--- config.mk ---
export PLATFORM = sky130hd
export DESIGN_NAME = mmcp_ram
export DESIGN_NICKNAME = d
export VERILOG_FILES = /design/src/mmcp_ram.sv
export SDC_FILE = /design/constraint.sdc
export NUM_CORES = 1
export LEC_CHECK = 0
export ABC_CLOCK_PERIOD_IN_PS = 1850
export BUFFER_PORTS_ARGS = -buffer_cell sky130_fd_sc_hd__buf_2
export CAP_MARGIN = 30
export CORE_MARGIN = 2
export CORE_UTILIZATION = 24
export CTS_CLUSTER_DIAMETER = 150
export CTS_CLUSTER_SIZE = 20
export DETAILED_ROUTE_END_ITERATION = 6
export PLACE_DENSITY = 0.37
export RECOVER_POWER = 25
export SYNTH_ARGS = -nofsm -noshare
export SYNTH_HDL_FRONTEND = slang
export SYNTH_SLANG_ARGS = --single-unit
export TNS_END_PERCENT = 10
--- constraint.sdc ---
create_clock -name clk -period 1.85 [get_ports clk]
set_input_delay 0.185 -clock clk [delete_from_list [all_inputs] [get_ports clk]]
set_output_delay 0.185 -clock clk [all_outputs]
set_load 0.05 [all_outputs]
--- src/mmcp_ram.sv ---
// generic single-clock ram, one write port and one registered read port
module mmcp_ram #(
    parameter int WIDTH = 8,
    parameter int DEPTH = 16
) (
    input  logic                                    clk,
    input  logic                                    we,
    input  logic [((DEPTH > 1) ? $clog2(DEPTH) : 1)-1:0] waddr,
    input  logic [WIDTH-1:0]                        wdata,
    input  logic                                    re,
    input  logic [((DEPTH > 1) ? $clog2(DEPTH) : 1)-1:0] raddr,
    output logic [WIDTH-1:0]                        rdata
);

    logic [WIDTH-1:0] mem [DEPTH];
    logic [WIDTH-1:0] rdata_reg;

    always_ff @(posedge clk)
    begin
        if (we)
        begin
            mem[waddr] <= wdata;
        end
        if (re)
        begin
            rdata_reg <= mem[raddr];
        end
    end

    assign rdata = rdata_reg;

endmodule

# Word level (Yosys, flattened, before mapping)
# Memory sizes are Yosys's and may differ from the RTL's. A register that Yosys moved wholly into a read port is not among the register bits.
# Cells that the tools add are included.
# classes
mux,2
# op_table
operator,n
1-bit 2-to-1 mux,2
# word_totals
reg_bits,0
mem_bits_rw,128
inputBits,19
output_inout_bits,8
n_memories,1
# memory_table
memory,words,word_bits,read_ports,rd_ports_with_merged_regs,write_ports,line,rtl
mem,16,8,1,1,1,15,logic [WIDTH-1:0] mem [DEPTH];

# Logic depth before layout (Yosys ltp)
# depth
depth_word,2
depth_mapped,5

# Worst setup path before layout
# No wires, ideal clock.
# synth_timing
kind,in2reg
from,in waddr[2] (netlist name)
to,"mem mem[0][0], enable pin"
setup_time_ns,0.383
arrival_ns,1.295
slack_ns,0.172
path_stages,2
cell_sequence,or3b_2 -> nor3_1
# synth_rtl
element,line,rtl
"start, declared",8,"input logic [((DEPTH > 1) ? $clog2(DEPTH) : 1)-1:0] waddr,"
"end, declared",15,
# Straight into the memory's write port.

==> metrics.txt <==
Max Clk Rate 0.6494 GHz; Worst Setup End Kind flip-flop; cell taking the most area after synthesis edfxtp_1; post-cts resize count 0; Final Hold Viols 0; Post-DRT Antenna Nets 0; routed len/inst 20.72 um; largest net degree at the start of global routing 26; Total Power 7.208 mW; worst path arrival time ~1700 ps; MaxCap Viol Count 0; synth unique cells 18; latest clock arrival within the worst-skew pair a little over 400 ps; DRC errors left 0; Worst-path clk slew 60 ps; initial antenna violation count 2; first-pass GRT wire length 17760 um; Die Y approximately 150 um; H-tree lvl count 4; GPL Wtd Cong 0.6841; commonest cells after routing, fill and taps aside 136 x edfxtp_1, 22 x buf_4, 21 x buf_2; share of cells above drive strength 1 32.01%; crit path time final around 1500 ps; CP Max Fanout 1; clock root buffer clkbuf_16; IO Count 27; Area contributors post-synth edfxtp_1 78%, mux4_2 7.8%, mux4_1 7.0%; required time of the critical path 2000 ps; r2r setup slk 310 ps; register area share after synthesis 78.12%; actual slew at the worst max-slew pin between 900 and 1000 ps; Syn. warnings 0; Logic pwr share around 5.5%; Slew Viols, Final 0; clock sinks 136; critical path class flip-flop to flip-flop; simple-gate share of the synthesized area between 3 and 4%; final WL 11980 um; PortBufs 26; worst IR drop on VDD 0.6192 mV; RSZ-0062 raised after global routing no; row count 53; Num CTS Buffers 17; CTS tree built; Seq pwr share 48.5%; Design Area, Final 6440 sq um; Worst Clk Skew 7.369 ps; Layout area overhead 23.19%; Lkg Pwr ~2.1 nW; placed instance count between 500 and 600; FILL cells between 2000 and 2500; status finished, final reports clean; via/cell ratio 4.279; post-synthesis mux area share between 10% and 20%; most common cell after layout, fill and taps aside edfxtp_1; Min-Delay Path Class input pin to flip-flop; maximum buffer depth of the clock tree 2; Post-DP Area 5861 sq um; vias post-DR 2473; # hold bufs at CTS 0; post-DP HPWL roughly 8000 um; initial core utilization 24.63%; headroom to the max-slew limit 38.98%; XOR/XNOR share of the synthesized area 0%; Psw 1.491 mW; Final Non-Filler Cells 578; fin crit share 83.24%; Mapped Area 5228 sq um; die area about 23000 sq um; vias in the first global route 2637; CORE AREA 21220 sq um; Congestion Overflow GR 0; Die X 151.6 um; Synth Register Bits ~140; n_diodes 0; Setup Viol. Count Final 0; Startpoint Class flip-flop; gr usage total 11.38%; Iteration-0 DRC Markers about 150; Post-Syn Nets around 250; TritonRoute pass-1 iters 4; fin nets ~300; post-synthesis compound-gate area fraction 2.298%; internal power 5.717 mW; Cells after Synth between 200 and 250; Synth Area in Adders 0%; max reg flops 128; power share of the clock group between 40% and 50%; Net Sw Frac 20.68%; largest family of logic cells by synthesized area multiplexers; Pwr Density 1119 nW/um^2; top cell type's share of synthesized area 78.12%; postcts setup bufs 0; average size of a mapped cell 22.83 sq um
synth_stat cells (all sizes together):
library cell / instances
and2b: 1
mux4: 32
clkdlybuf4s25: 3
nor2: 13
nand2: 9
a22oi: 16
and2: 1
nand3: 1
nand3b: 2
nor2b: 1
edfxtp: 136
or3b: 1
buf: 7
nor3: 4
nand2b: 2
routing by layer:
| metal | share of wire [%] | up-vias | track usage, % | wire, um |
|---|---|---|---|---|
| li1 | - | 1101 | - | - |
| met3 | 3.4 | 15 | 3.533 | 405 |
| met5 | 0.25 | - | 0 | 30 |
| met2 | 47 | 39 | 17.67 | 5661 |
| met1 | 48 | 1314 | 15.18 | 5748 |
| met4 | 1.1 | 4 | 3.889 | 131 |
final timing paths:
kind | startpoint | endpoint | cells past startpoint
worst min register to register | mem[11][4] | rdata[4] | 3
worst max-delay path | mem[11][7] | rdata[7] | 3
worst max register to register | mem[11][7] | rdata[7] | 3
worst min-delay path | re | rdata[7] | 1
power by group through the flow:
stage	combinational (mW)	sequential (mW)	clock (mW)
floorplan	0.175	3.60	0
global placement	0.409	3.56	0
detailed placement	0.413	3.56	0
CTS	0.413	3.49	3.40
global route	0.435	3.50	3.51
finish	0.397	3.49	3.32
worst max-delay path: stages, from the launching register on:
cell and delay (ps):
edfxtp_1 350, mux4_2 460, a22oi_1 370, nand2_1 90
through the flow:
step | setup WS, ps | setup TNS [ps] | hold slack [ps] | utilization [%]
after floorplan | 172.1 | 0 | 283.9 | -
after global placement | -45.34 | -45.34 | 589.0 | 27.62
after detailed placement | -30.29 | -30.29 | 601.1 | 27.62
after CTS | 290.2 | 0 | 156.2 | 30.38
after global routing | 238.6 | 0 | 162.2 | 30.35
final | 310.1 | 0 | 166.6 | 30.35
cell families (layout without fill, tap and decap cells):
logic type / count (synthesis) / after routing
DFF: 136 / 136
and+or+nand+nor: 35 / 35
muxes: 32 / 32
AOI/OAI and AO/OA: 16 / 16
buffers and inverters: 10 / 84
final cells by class:
type	count	area, sq um	share of cell area, %
flip-flops and latches	136	4084	63.42
clock inverters	15	160.2	2.487
repair buffers	52	369.1	5.731
well taps	275	344.1	5.343
clock buffers	17	425.4	6.606
multi-input cells	83	1057	16.42
Power figures use the tool's default switching activity.
