`src/mmcp_pkg.sv`:
```
// shared constants and types for the min-max contiguous partition block
package mmcp_pkg;

    localparam int MAX_ITEMS  = 1024;
    localparam int VALUE_BITS = 20;
    localparam int ADDR_W     = (MAX_ITEMS > 1) ? $clog2(MAX_ITEMS) : 1;
    localparam int CNT_W      = $clog2(MAX_ITEMS + 1);
    localparam int SUM_W      = VALUE_BITS + ADDR_W;
    localparam int IN_W       = 20;
    localparam int LIMIT_W    = 11;
    localparam int OUT_W      = 30;
    localparam int CMP_W      = (CNT_W > LIMIT_W) ? CNT_W : LIMIT_W;

    typedef enum logic [1:0] {
        SRCH_IDLE,
        SRCH_CHECK,
        SRCH_WALK
    } srch_state_t;

    typedef struct packed {
        logic             go;
        logic [SUM_W-1:0] lo;
        logic [SUM_W-1:0] hi;
        logic [CNT_W-1:0] count;
    } srch_req_t;

    typedef struct packed {
        logic             busy;
        logic             done;
        logic [SUM_W-1:0] result;
    } srch_rsp_t;

endpackage

```
`src/mmcp_search.sv`:
```
// binary search over the bound, each probe a greedy walk through the element ram
module mmcp_search (
    input  logic                           clk,
    input  logic                           rst_n,
    input  mmcp_pkg::srch_req_t            req,
    input  logic [mmcp_pkg::LIMIT_W-1:0]   part_limit,
    output logic                           rd_en,
    output logic [mmcp_pkg::ADDR_W-1:0]    rd_addr,
    input  logic [mmcp_pkg::VALUE_BITS-1:0] rd_data,
    output mmcp_pkg::srch_rsp_t            rsp
);

    localparam int SW = mmcp_pkg::SUM_W;
    localparam int CW = mmcp_pkg::CNT_W;

    mmcp_pkg::srch_state_t state_reg, state_next;
    logic [SW-1:0] lo_reg, lo_next;
    logic [SW-1:0] hi_reg, hi_next;
    logic [SW-1:0] mid_reg, mid_next;
    logic [SW-1:0] sum_reg, sum_next;
    logic [CW-1:0] count_reg, count_next;
    logic [CW-1:0] parts_reg, parts_next;
    logic [CW-1:0] idx_reg, idx_next;
    logic          pending_reg, pending_next;

    logic [SW:0]   mid_wide;
    logic [SW:0]   sum_ext;
    logic          issue;
    logic          fits;

    always_ff @(posedge clk or negedge rst_n)
    begin
        if (!rst_n)
        begin
            state_reg   <= mmcp_pkg::SRCH_IDLE;
            pending_reg <= 1'b0;
        end
        else
        begin
            state_reg   <= state_next;
            pending_reg <= pending_next;
        end
    end

    always_ff @(posedge clk)
    begin
        lo_reg    <= lo_next;
        hi_reg    <= hi_next;
        mid_reg   <= mid_next;
        sum_reg   <= sum_next;
        count_reg <= count_next;
        parts_reg <= parts_next;
        idx_reg   <= idx_next;
    end

    assign mid_wide = ((SW+1)'(lo_reg) + (SW+1)'(hi_reg)) >> 1;
    assign sum_ext  = (SW+1)'(sum_reg) + (SW+1)'(rd_data);
    assign issue    = (state_reg == mmcp_pkg::SRCH_WALK) && (idx_reg < count_reg);
    assign fits     = mmcp_pkg::CMP_W'(parts_reg) <= mmcp_pkg::CMP_W'(part_limit);
    assign rd_en    = issue;
    assign rd_addr  = idx_reg[mmcp_pkg::ADDR_W-1:0];

    always_comb
    begin
        state_next   = state_reg;
        lo_next      = lo_reg;
        hi_next      = hi_reg;
        mid_next     = mid_reg;
        sum_next     = sum_reg;
        count_next   = count_reg;
        parts_next   = parts_reg;
        idx_next     = idx_reg;
        pending_next = 1'b0;
        rsp.busy     = (state_reg != mmcp_pkg::SRCH_IDLE);
        rsp.done     = 1'b0;
        rsp.result   = lo_reg;

        unique case (state_reg)
            mmcp_pkg::SRCH_IDLE:
            begin
                if (req.go)
                begin
                    lo_next    = req.lo;
                    hi_next    = req.hi;
                    count_next = req.count;
                    state_next = mmcp_pkg::SRCH_CHECK;
                end
            end
            mmcp_pkg::SRCH_CHECK:
            begin
                if (lo_reg < hi_reg)
                begin
                    mid_next   = mid_wide[SW-1:0];
                    sum_next   = '0;
                    parts_next = CW'(1);
                    idx_next   = '0;
                    state_next = mmcp_pkg::SRCH_WALK;
                end
                else
                begin
                    rsp.done   = 1'b1;
                    state_next = mmcp_pkg::SRCH_IDLE;
                end
            end
            mmcp_pkg::SRCH_WALK:
            begin
                // ram read data is registered: each element is consumed in the cycle after its read is issued
                if (issue)
                begin
                    idx_next     = idx_reg + CW'(1);
                    pending_next = 1'b1;
                end
                if (pending_reg)
                begin
                    if (sum_ext > (SW+1)'(mid_reg))
                    begin
                        parts_next = parts_reg + CW'(1);
                        sum_next   = SW'(rd_data);
                    end
                    else
                    begin
                        sum_next = sum_ext[SW-1:0];
                    end
                end
                else if (!issue)
                begin
                    if (fits)
                    begin
                        hi_next = mid_reg;
                    end
                    else
                    begin
                        lo_next = mid_reg + SW'(1);
                    end
                    state_next = mmcp_pkg::SRCH_CHECK;
                end
            end
            default:
            begin
                state_next = mmcp_pkg::SRCH_IDLE;
            end
        endcase
    end

    a_busy_ends_on_done: assert property (@(posedge clk) disable iff (!rst_n)
        $fell(rsp.busy) |-> $past(rsp.done))
        else $error("search left busy without a result beat");

    a_bounds_ordered: assert property (@(posedge clk) disable iff (!rst_n)
        (state_reg == mmcp_pkg::SRCH_WALK) |-> (lo_reg <= hi_reg))
        else $error("search bounds crossed");

    a_mid_in_range: assert property (@(posedge clk) disable iff (!rst_n)
        (state_reg == mmcp_pkg::SRCH_WALK) |-> (mid_reg >= lo_reg && mid_reg < hi_reg))
        else $error("probe bound outside search window");

    a_part_sum_bounded: assert property (@(posedge clk) disable iff (!rst_n)
        (state_reg == mmcp_pkg::SRCH_WALK) |-> (sum_reg <= mid_reg))
        else $error("running part sum above probe bound");

endmodule

```
`config.mk`:
```
export PLATFORM = sky130hd
export DESIGN_NAME = mmcp_search
export DESIGN_NICKNAME = d
export VERILOG_FILES = /design/src/mmcp_pkg.sv /design/src/mmcp_search.sv
export SDC_FILE = /design/constraint.sdc
export NUM_CORES = 1
export LEC_CHECK = 0
export ABC_CLOCK_PERIOD_IN_PS = 11510
export BUFFER_PORTS_ARGS = -buffer_cell sky130_fd_sc_hd__buf_2
export CAP_MARGIN = 15
export CORE_MARGIN = 4
export CORE_UTILIZATION = 33
export CTS_CLUSTER_DIAMETER = 200
export DETAILED_ROUTE_END_ITERATION = 10
export PLACE_DENSITY = 0.59
export REMOVE_ABC_BUFFERS = 1
export SYNTH_ARGS = -nofsm -noshare
export SYNTH_HDL_FRONTEND = slang
export SYNTH_SLANG_ARGS = --single-unit
export TNS_END_PERCENT = 100
```
`constraint.sdc`:
```
create_clock -name clk -period 11.51 [get_ports clk]
set_input_delay 2.302 -clock clk [delete_from_list [all_inputs] [get_ports clk]]
set_output_delay 2.302 -clock clk [all_outputs]
set_load 0.02 [all_outputs]
```
* Word-level counts from Yosys, hierarchy flattened
Cells that the tools add are included.
W data, S select, Z words.
** Cells by class
- $add $sub $neg :: 5
- $mul :: 0
- Div/mod/pow operators :: 0
- Order comparisons :: 4
- Equality and inequality tests :: 11
- Shift-type cells :: 0
- Multiplexer cells :: 30
- Bitwise operators :: 0
- Reductions and logical operators :: 13
** Operators by type and width (count)
- $mux W30 :: 11
- $pmux W30 S2 :: 3
- $mux W11 :: 5
- $pmux W11 S2 :: 2
- $add A30 B20 Y31 :: 1
- $add A30 B30 Y31 :: 1
- $gt A31 B30 Y1 :: 1
- $add A30 B1 Y30 const B :: 1
- $lt A30 B30 Y1 :: 1
- $add A11 B1 Y11 const B :: 2
- $ne A2 B2 Y1 const B :: 8
- $le A11 B11 Y1 :: 1
- $lt A11 B11 Y1 :: 1
- $reduce_and A5 Y1 :: 2
- $reduce_and A3 Y1 :: 3
- $mux W2 :: 4
- $pmux W2 S3 :: 1
- $reduce_bool A2 Y1 :: 3
- $mux W1 :: 4
- $reduce_and A2 Y1 :: 2
- $reduce_and A4 Y1 :: 1
- $eq A2 B1 Y1 const B :: 1
- $eq A2 B2 Y1 const B :: 1
- $logic_not A2 Y1 :: 1
- other kinds (2) :: 2
** Word-level totals
- Register bits after elaboration :: 156
- Bits in latches :: 0
- RAM bits :: 0
- Bits in read-only memories :: 0
- Output and inout bits :: 43
- Memories kept :: 0

* Depth between registers and ports, before layout
Gate-level depths: netlist of run 1.
- Depth after elaboration :: 5
- Mapped depth :: 20
- Mapped depth without buffers :: 19

* Worst setup path after synthesis of run 1
No wires, ideal clock.
- Path kind :: in2reg
- Start :: in part_limit[1] (netlist name)
- End :: reg hi_reg[0], enable pin
- Library setup time :: 461 ps
- Data arrival time :: 6035 ps
- Required time :: 11049 ps
- Slack :: 5014 ps
- Stages :: 10
- Buffers on the path :: 0
- Cells stage by stage :: inv_1 > ha_1 > nor2b_1 > o21a_1 > o21a_1 > o21a_1 > o211ai_1 > a21oi_1 > o311ai_0 > nor3b_1
** On the way
- Cells in the longest elaborated chain, start to end :: 3
** Ends and longest elaborated chain
- from (decl) :: line mmcp_search.sv:6 : input logic [mmcp_pkg::LIMIT_W-1:0] part_limit,
- $le A11 B11 Y1 :: line mmcp_search.sv:59 : assign fits = mmcp_pkg::CMP_W'(parts_reg) <= mmcp_pkg::CMP_W'(part_limit);
- $ne A2 B2 Y1 (no line)
- $reduce_and A5 Y1 (no line)
- to (signal assigned) :: line mmcp_search.sv:48 : hi_reg <= hi_next;
- to (decl) :: line mmcp_search.sv:18 : logic [SW-1:0] hi_reg, hi_next;
Every way passes these cells.
A chain may end at the register's enable or synchronous reset.

* Worst setup path in the final report of run 1
- Start :: in rd_data[0] (netlist name)
- End :: reg parts_reg[3], enable pin
** On the way
- Cells in the longest elaborated chain, start to end :: 4
** Ends and longest elaborated chain
- from (decl) :: line mmcp_search.sv:9 : input logic [mmcp_pkg::VALUE_BITS-1:0] rd_data,
- $add A30 B20 Y31 :: line mmcp_search.sv:57 : assign sum_ext = (SW+1)'(sum_reg) + (SW+1)'(rd_data);
- named net sum_ext[20] :: line mmcp_search.sv:27 : logic [SW:0] sum_ext;
- $gt A31 B30 Y1 :: line mmcp_search.sv:115 : if (sum_ext > (SW+1)'(mid_reg))
- $ne A2 B1 Y1 (no line)
- $reduce_and A4 Y1 (no line)
- to (signal assigned) :: line mmcp_search.sv:52 : parts_reg <= parts_next;
- to (decl) :: line mmcp_search.sv:22 : logic [CW-1:0] parts_reg, parts_next;
The timed path passes the listed nets, and every way through them passes these cells.

==> impl_metrics.yaml, run 1 <==
sta:
  skew_ps: 11.9
  final-setup-viol-count: 0
  slew_violations: 0
  fin_setup_tns_ps: 0
  hold_viol: 0
  grt_setup_unrepaired: "no"
  finalCritPeriodShare_pct: 62.4
  clock.fmax_ghz: 0.139
  tightest_slew_ps: 985
  maxSlewHeadroom_pct: 33.5
  layout_min_cycle_time_ps: 7180
floorplan:
  die_w_um: 195
  dieArea_um2: 38100
  die-height_um: 195
  pin_count: 148
  start_util_pct: 33.5
  core_area_um2: 34500
  rows: 68
clock_network:
  path_clk_slew_ps: 60
  root_buffer: "clkbuf_16"
  ctsHoldBuffers: 0
  cts_resized: 0
  clock-sinks: 156
  cts_tree: "yes"
  cts_made_buffers: 17
  clk_latency_ps: 440
  ctsHtreeMaxLevel: 4
  ctsLongestPathBuffers: 2
  post_cts_buffers: 0
logic_synthesis:
  synth.cell_area_um2: 11600
  syn_area_per_cell_um2: 10.0
  async_flop_share_pct: 1.92
  ys_dominant_reg_cell: "edfxtp_1"
  ys_seq_elements: 156
  synth_edf_count: 153
  seq_area_frac_synth_pct: 40.4
  yosysUniqueCellTypes: 76
  netlist_instances: 1157
  ys_warn_count: 0
setup_path:
  crit_fanout: 37
  path_class: "primary input to register"
  ff2ff_setup_slack_ps: 5960
  required_ps: 11590
  rr_startpoint: "sum_reg[0]$_SDFFCE_PN0P_"
  slowest_delay_ps: 620
  path_buf_inv: 3
  r2r_end: "parts_reg[3]$_SDFFCE_PN0P_"
  reg2reg_depth: 19
  path_delay_family: "simple AND/OR/NAND/NOR gates"
  cp_slowest_cell: "and4b_1"
  start_kind: "primary input"
  setup.worst_path.end_class: "register"
  path_cells: "buf_2 > ha_1 > inv_1 > fa_1 > nand2b_1 > a21oi_1 > o22a_1 > o21ai_4 > o21ai_2 > nand2_1 > xnor2_1 > ha_1 > nand2_1 > nor4_1 > a22oi_1 > a31oi_1 > a21oi_4 > buf_4 > nand2_2 > and4b_1"
  cp.arrival_ps: 7250
detailed_routing:
  drt-total-wl_um: 30400
  avgViaCountPerCell: 5.05
  drt_iter0_drc: 549
  num_vias: 8903
  wire_per_inst_um: 17.2
  drcViolationCount: 0
  drtPass1Iterations: 7
  antenna_left: 0
grt:
  grt_antenna_before_repair: 7
  grt-ovfl-total: 0
  first_global_vias: 8853
  grt_max_degree: 83
  grt_pass1_wl_um: 47500
  track_usage_pct: 15.7
cells_and_area:
  layout-drive-gt1-share_pct: 18.6
  layout.nets: 1537
  synthToLayoutAreaGrowth_pct: 15.1
  final_cell_mix: "edfxtp_1 (153), buf_2 (147), ha_1 (135)"
  mostFrequentLayoutCell: "edfxtp_1"
pwr:
  p_leak_uw: 0.00561
  power_uw: 4560
  peakVddDrop_mv: 0.130
  p_per_area_nw_per_um2: 342
min_path:
  hp-start: "mid_reg[29]$_DFFE_PP_"
  min_path_cells: 1
  holdPathEnd: "hi_reg[29]$_DFFE_PP_"
  holdCritPathClass: "register to register"
status:
  status: "finished clean"
place:
  routabilityCongestion: 0.912
  hpwlAfterDp_um: 23400
  port_buffers: 147
flow_run:
  drv_cap: 0
==> cells by family after synthesis <==
kind of cell | count (synthesis) | share of synthesized area (%)
buffers and inverters | 151 | 5.44
flip-flops | 156 | 40.4
XOR/XNOR | 94 | 7.12
AND/OR/NAND/NOR | 333 | 14.9
AO/OA/AOI/OAI | 252 | 13.9
multiplexers | 33 | 3.19
adder cells (fa/ha/maj) | 138 | 15.1
==> where the power goes <==
part	leakage, uW	internal [uW]	switching [uW]
combinational	0.00384	1020	1660
clock	0.000273	308	234
sequential	0.00150	1100	241
total	0.00561	2430	2130
==> per-stage QoR <==
stage	hold slack, ps	std cells	worst slack (ps)	instance area, um2	util (%)
final	587	1764	4330	13300	38.6
after detailed placement	573	1730	3840	12800	36.9
after CTS	592	1762	4310	13300	38.6
after floorplan	526	1122	4370	11400	-
after global placement	561	1730	4010	12800	36.9
after global routing	600	1764	3870	13300	38.6
==> cell type report <==
cell class                      instances  area [um2]
Clock inverter                         11        96.3
Fill cell                            3478       21200
Multi-Input combinational cell        850        6300
Tap cell                              455         569
Antenna cell                            2        5.00
Sequential cell                       156        4670
Clock buffer                           21         460
Inverter                              116         435
Timing Repair Buffer                  153         781
==> per-layer routing <==
layer / wire (um) / track usage [%]
met3: 1250 / 3.16
met2: 13900 / 25.4
met1: 14500 / 21.2
met4: 701 / 4.99
met5: 69 / 0
==> synth_stat cells, types with 4 or more instances <==
cell type	count	share of area (%)
clkbuf_1	19	0.62
mux2_2	31	3.0
nand2b_1	11	0.59
and2_1	8	0.43
nor2b_1	10	0.54
a211oi_1	7	0.45
nor2_1	98	3.2
buf_4	10	0.65
o21bai_1	9	0.58
o21ai_1	15	0.65
o31ai_1	7	0.45
and3_1	17	0.92
nand4_1	15	0.81
o211ai_1	7	0.45
xnor2_1	68	5.1
inv_1	115	3.7
and4_1	5	0.38
nand2_1	57	1.8
o21ai_0	43	1.9
xor2_1	26	2.0
a221oi_1	4	0.30
or3_1	8	0.43
a31oi_1	8	0.43
nor3_1	20	0.87
edfxtp_1	153	40
a21o_1	19	1.2
nand3_1	52	2.2
ha_1	136	15
o21a_1	8	0.52
a21oi_1	85	3.7
nor4_1	7	0.38
nor2b_4	10	1.2
==> worst register-to-register path: stages (launching register included) <==
cell and delay, ps:
edfxtp_1 330, ha_1 190, inv_1 60, fa_1 380, nand2b_1 180, a21oi_1 230, o22a_1 280, o21ai_4 100
o21ai_2 330, nand2_1 120, xnor2_1 150, ha_1 300, nand2_1 70, nor4_1 470, a22oi_1 170, a31oi_1 420
a21oi_4 30, buf_4 270, nand2_2 490, and4b_1 620
==> how the worst max path moves through the flow <==
| stage | cells after the start | endpoint | from | slack [ps] |
|---|---|---|---|---|
| CTS | 20 | parts_reg[3]$_SDFFCE_PN0P_ | rd_data[0] | 4310 |
| finish | 20 | parts_reg[3]$_SDFFCE_PN0P_ | rd_data[0] | 4330 |
| detailed placement | 20 | parts_reg[3]$_SDFFCE_PN0P_ | rd_data[0] | 3840 |
| floorplan | 19 | parts_reg[0]$_SDFFCE_PN1P_ | rd_data[0] | 4370 |
| global route | 20 | parts_reg[7]$_SDFFCE_PN0P_ | rd_data[0] | 3870 |
| global placement | 20 | parts_reg[3]$_SDFFCE_PN0P_ | rd_data[0] | 4010 |
No activity file was read; power rests on OpenSTA's default activity.
==> inputs of run 2 (changes only) <==
ABC_CLOCK_PERIOD_IN_PS = 7000   (was 11510)
clock period = 7 ns   (was 11.51 ns; I/O delays follow)
==> run 2 against run 1 <==
Net effect:
- clock power is 80% higher
- critical endpoint unchanged
- critical path depth is 1 lower
- die area stayed put
- non-clock buffer count is 1 higher
- count of clock-buffer cells in the layout stayed put
- routed wire length is 1.7% higher
- cell count hardly changed
- hold slack worse by 3.8 ps
- global-route usage is 0.34 points higher
- combinational power is 65% higher
- clock skew is 7.5 ps higher
==> impl_metrics.yaml, run 2 (synthesized netlist as in run 1, its figures left out) <==
sta:
  slew_violations: 0
  clock.fmax_ghz: 0.181
  grt_setup_unrepaired: "no"
  hold_viol: 0
  fin_setup_tns_ps: 0
  final-setup-viol-count: 0
  layout_min_cycle_time_ps: 5520
  skew_ps: 19.4
  finalCritPeriodShare_pct: 78.9
  tightest_slew_ps: 959
  maxSlewHeadroom_pct: 35.3
pwr:
  pwr-share-comb_pct: 58.2
  switching_share_pct: 46.5
  p_int_uw: 4060
  peakVddDrop_mv: 0.271
  p_per_area_nw_per_um2: 568
  seq_power_share_pct: 28.9
  p_leak_uw: 0.00563
  switchingPower_uw: 3530
  p_clk_share_pct: 12.8
clock_network:
  root_buffer: "clkbuf_16"
  ctsHoldBuffers: 0
  cts_tree: "yes"
  ctsLongestPathBuffers: 2
  ctsHtreeMaxLevel: 4
  path_clk_slew_ps: 60
  clock-sinks: 156
  clk_latency_ps: 450
  cts_made_buffers: 17
  cts_resized: 0
  post_cts_buffers: 0
floorplan:
  rows: 68
  die_w_um: 195
  start_util_pct: 33.5
  pin_count: 148
  core_area_um2: 34500
  dieArea_um2: 38100
  die-height_um: 195
setup_path:
  path_buf_inv: 2
  path_cells: "buf_2 > ha_1 > inv_1 > fa_1 > nand2b_1 > a21oi_1 > o22a_1 > o21ai_4 > o21ai_2 > nand2_1 > xnor2_1 > ha_1 > nand2_1 > nor4_1 > a22oi_1 > a31oi_1 > a21oi_4 > nand2_2 > and4b_1"
  cp.depth: 19
  path_class: "primary input to register"
  slowest_delay_ps: 520
  r2r_end: "parts_reg[3]$_SDFFCE_PN0P_"
  setup.worst_path.end_class: "register"
  ff2ff_setup_slack_ps: 2210
  required_ps: 7080
  path_delay_family: "compound AO/OA/AOI/OAI gates"
  reg2reg_depth: 18
  cp.arrival_ps: 5600
  cp_slowest_cell: "and4b_1"
  rr_startpoint: "sum_reg[0]$_SDFFCE_PN0P_"
  crit_fanout: 11
  start_kind: "primary input"
cells_and_area:
  fillCellCount: 3518
  layout-drive-gt1-share_pct: 18.6
  area.sequential_um2: 4670
  final_cell_mix: "edfxtp_1 (153), buf_2 (147), ha_1 (135)"
  post-route-util_pct: 38.7
  multi_input_area_um2: 6300
  layout.nets: 1538
  synthToLayoutAreaGrowth_pct: 15.5
  mostFrequentLayoutCell: "edfxtp_1"
detailed_routing:
  drcViolationCount: 0
  antenna_left: 0
  drt_iter0_drc: 727
  drtPass1Iterations: 5
  num_vias: 8927
  wire_per_inst_um: 17.5
  drt-total-wl_um: 30900
  avgViaCountPerCell: 5.06
grt:
  grt_antenna_before_repair: 6
  first_global_vias: 8992
  met3_usage_pct: 3.30
  grt_pass1_wl_um: 48600
  grt-ovfl-total: 0
  busiest_layer: "met2"
  grt_max_degree: 74
  use_met1_pct: 21.8
  track_usage_pct: 16.0
  grtUsageMet2_pct: 25.9
min_path:
  min_path_cells: 1
  holdPathEnd: "hi_reg[29]$_DFFE_PP_"
  hp-start: "mid_reg[29]$_DFFE_PP_"
  holdCritPathClass: "register to register"
place:
  port_buffers: 147
  routabilityCongestion: 0.900
  hpwlAfterDp_um: 23700
flow_run:
  drv_cap: 0
status:
  status: "finished clean"
run 2: cell count changes in the layout (fill, tap and decap cells not counted), sizes merged:
cell and change:
clkinvlp +1, bufinv +2, buf +1, clkinv -3
run 2: final cells by class:
cell class / count / area share [%]
diodes: 2 / 0.0374
flip-flops and latches: 156 / 34.9
well taps: 455 / 4.26
clock buffers: 21 / 3.37
multi-input cells: 850 / 47.2
inverters: 116 / 3.26
repair buffers: 154 / 5.90
clock inverters: 11 / 1.09
run 2: layer usage:
metal | vias to the layer above | wire length (um)
li1 | 4455 | -
met1 | 4197 | 14400
met2 | 228 | 14200
met3 | 39 | 1570
met4 | 8 | 667
met5 | - | 36
run 2: stage by stage:
step / hold slack, ps / instances / worst slack, ps / cell area [um2] / total power, uW
final: 583 / 1765 / 1480 / 13400 / 7590
after floorplan: 526 / 1122 / 767 / 11400 / 5320
after CTS: 585 / 1763 / 1440 / 13400 / 7640
after detailed placement: 571 / 1731 / 974 / 12800 / 6630
after global placement: 562 / 1731 / 1050 / 12800 / 6550
after global routing: 609 / 1765 / 1070 / 13400 / 8260
run 2: worst register-to-register path, delay by kind of cell (launching register included):
family,cells,cell delay (ps)
adders and majority gates,3,870
AOI/OAI and AO/OA,7,1580
buffers and inverters,1,60
xor gates and xnor gates,1,160
DFF,1,320
and+or+nand+nor,6,1430
run 2: power groups by stage:
stage	logic [uW]	clock network, uW	registers (uW)
2_1_floorplan	3100	0	2220
3_3_place_gp	4360	0	2200
3_5_place_dp	4420	0	2210
4_1_cts	4450	996	2200
5_1_grt	4970	1040	2250
6_report	4420	974	2200
run 2: how the worst max path moves through the flow:
stage | endpoint | from
after floorplan | parts_reg[0]$_SDFFCE_PN1P_ | rd_data[0]
after global routing | parts_reg[7]$_SDFFCE_PN0P_ | rd_data[0]
after detailed placement | parts_reg[3]$_SDFFCE_PN0P_ | rd_data[0]
after CTS | parts_reg[5]$_SDFFCE_PN0P_ | rd_data[0]
final | parts_reg[3]$_SDFFCE_PN0P_ | rd_data[0]
after global placement | parts_reg[1]$_SDFFCE_PN0P_ | rd_data[0]
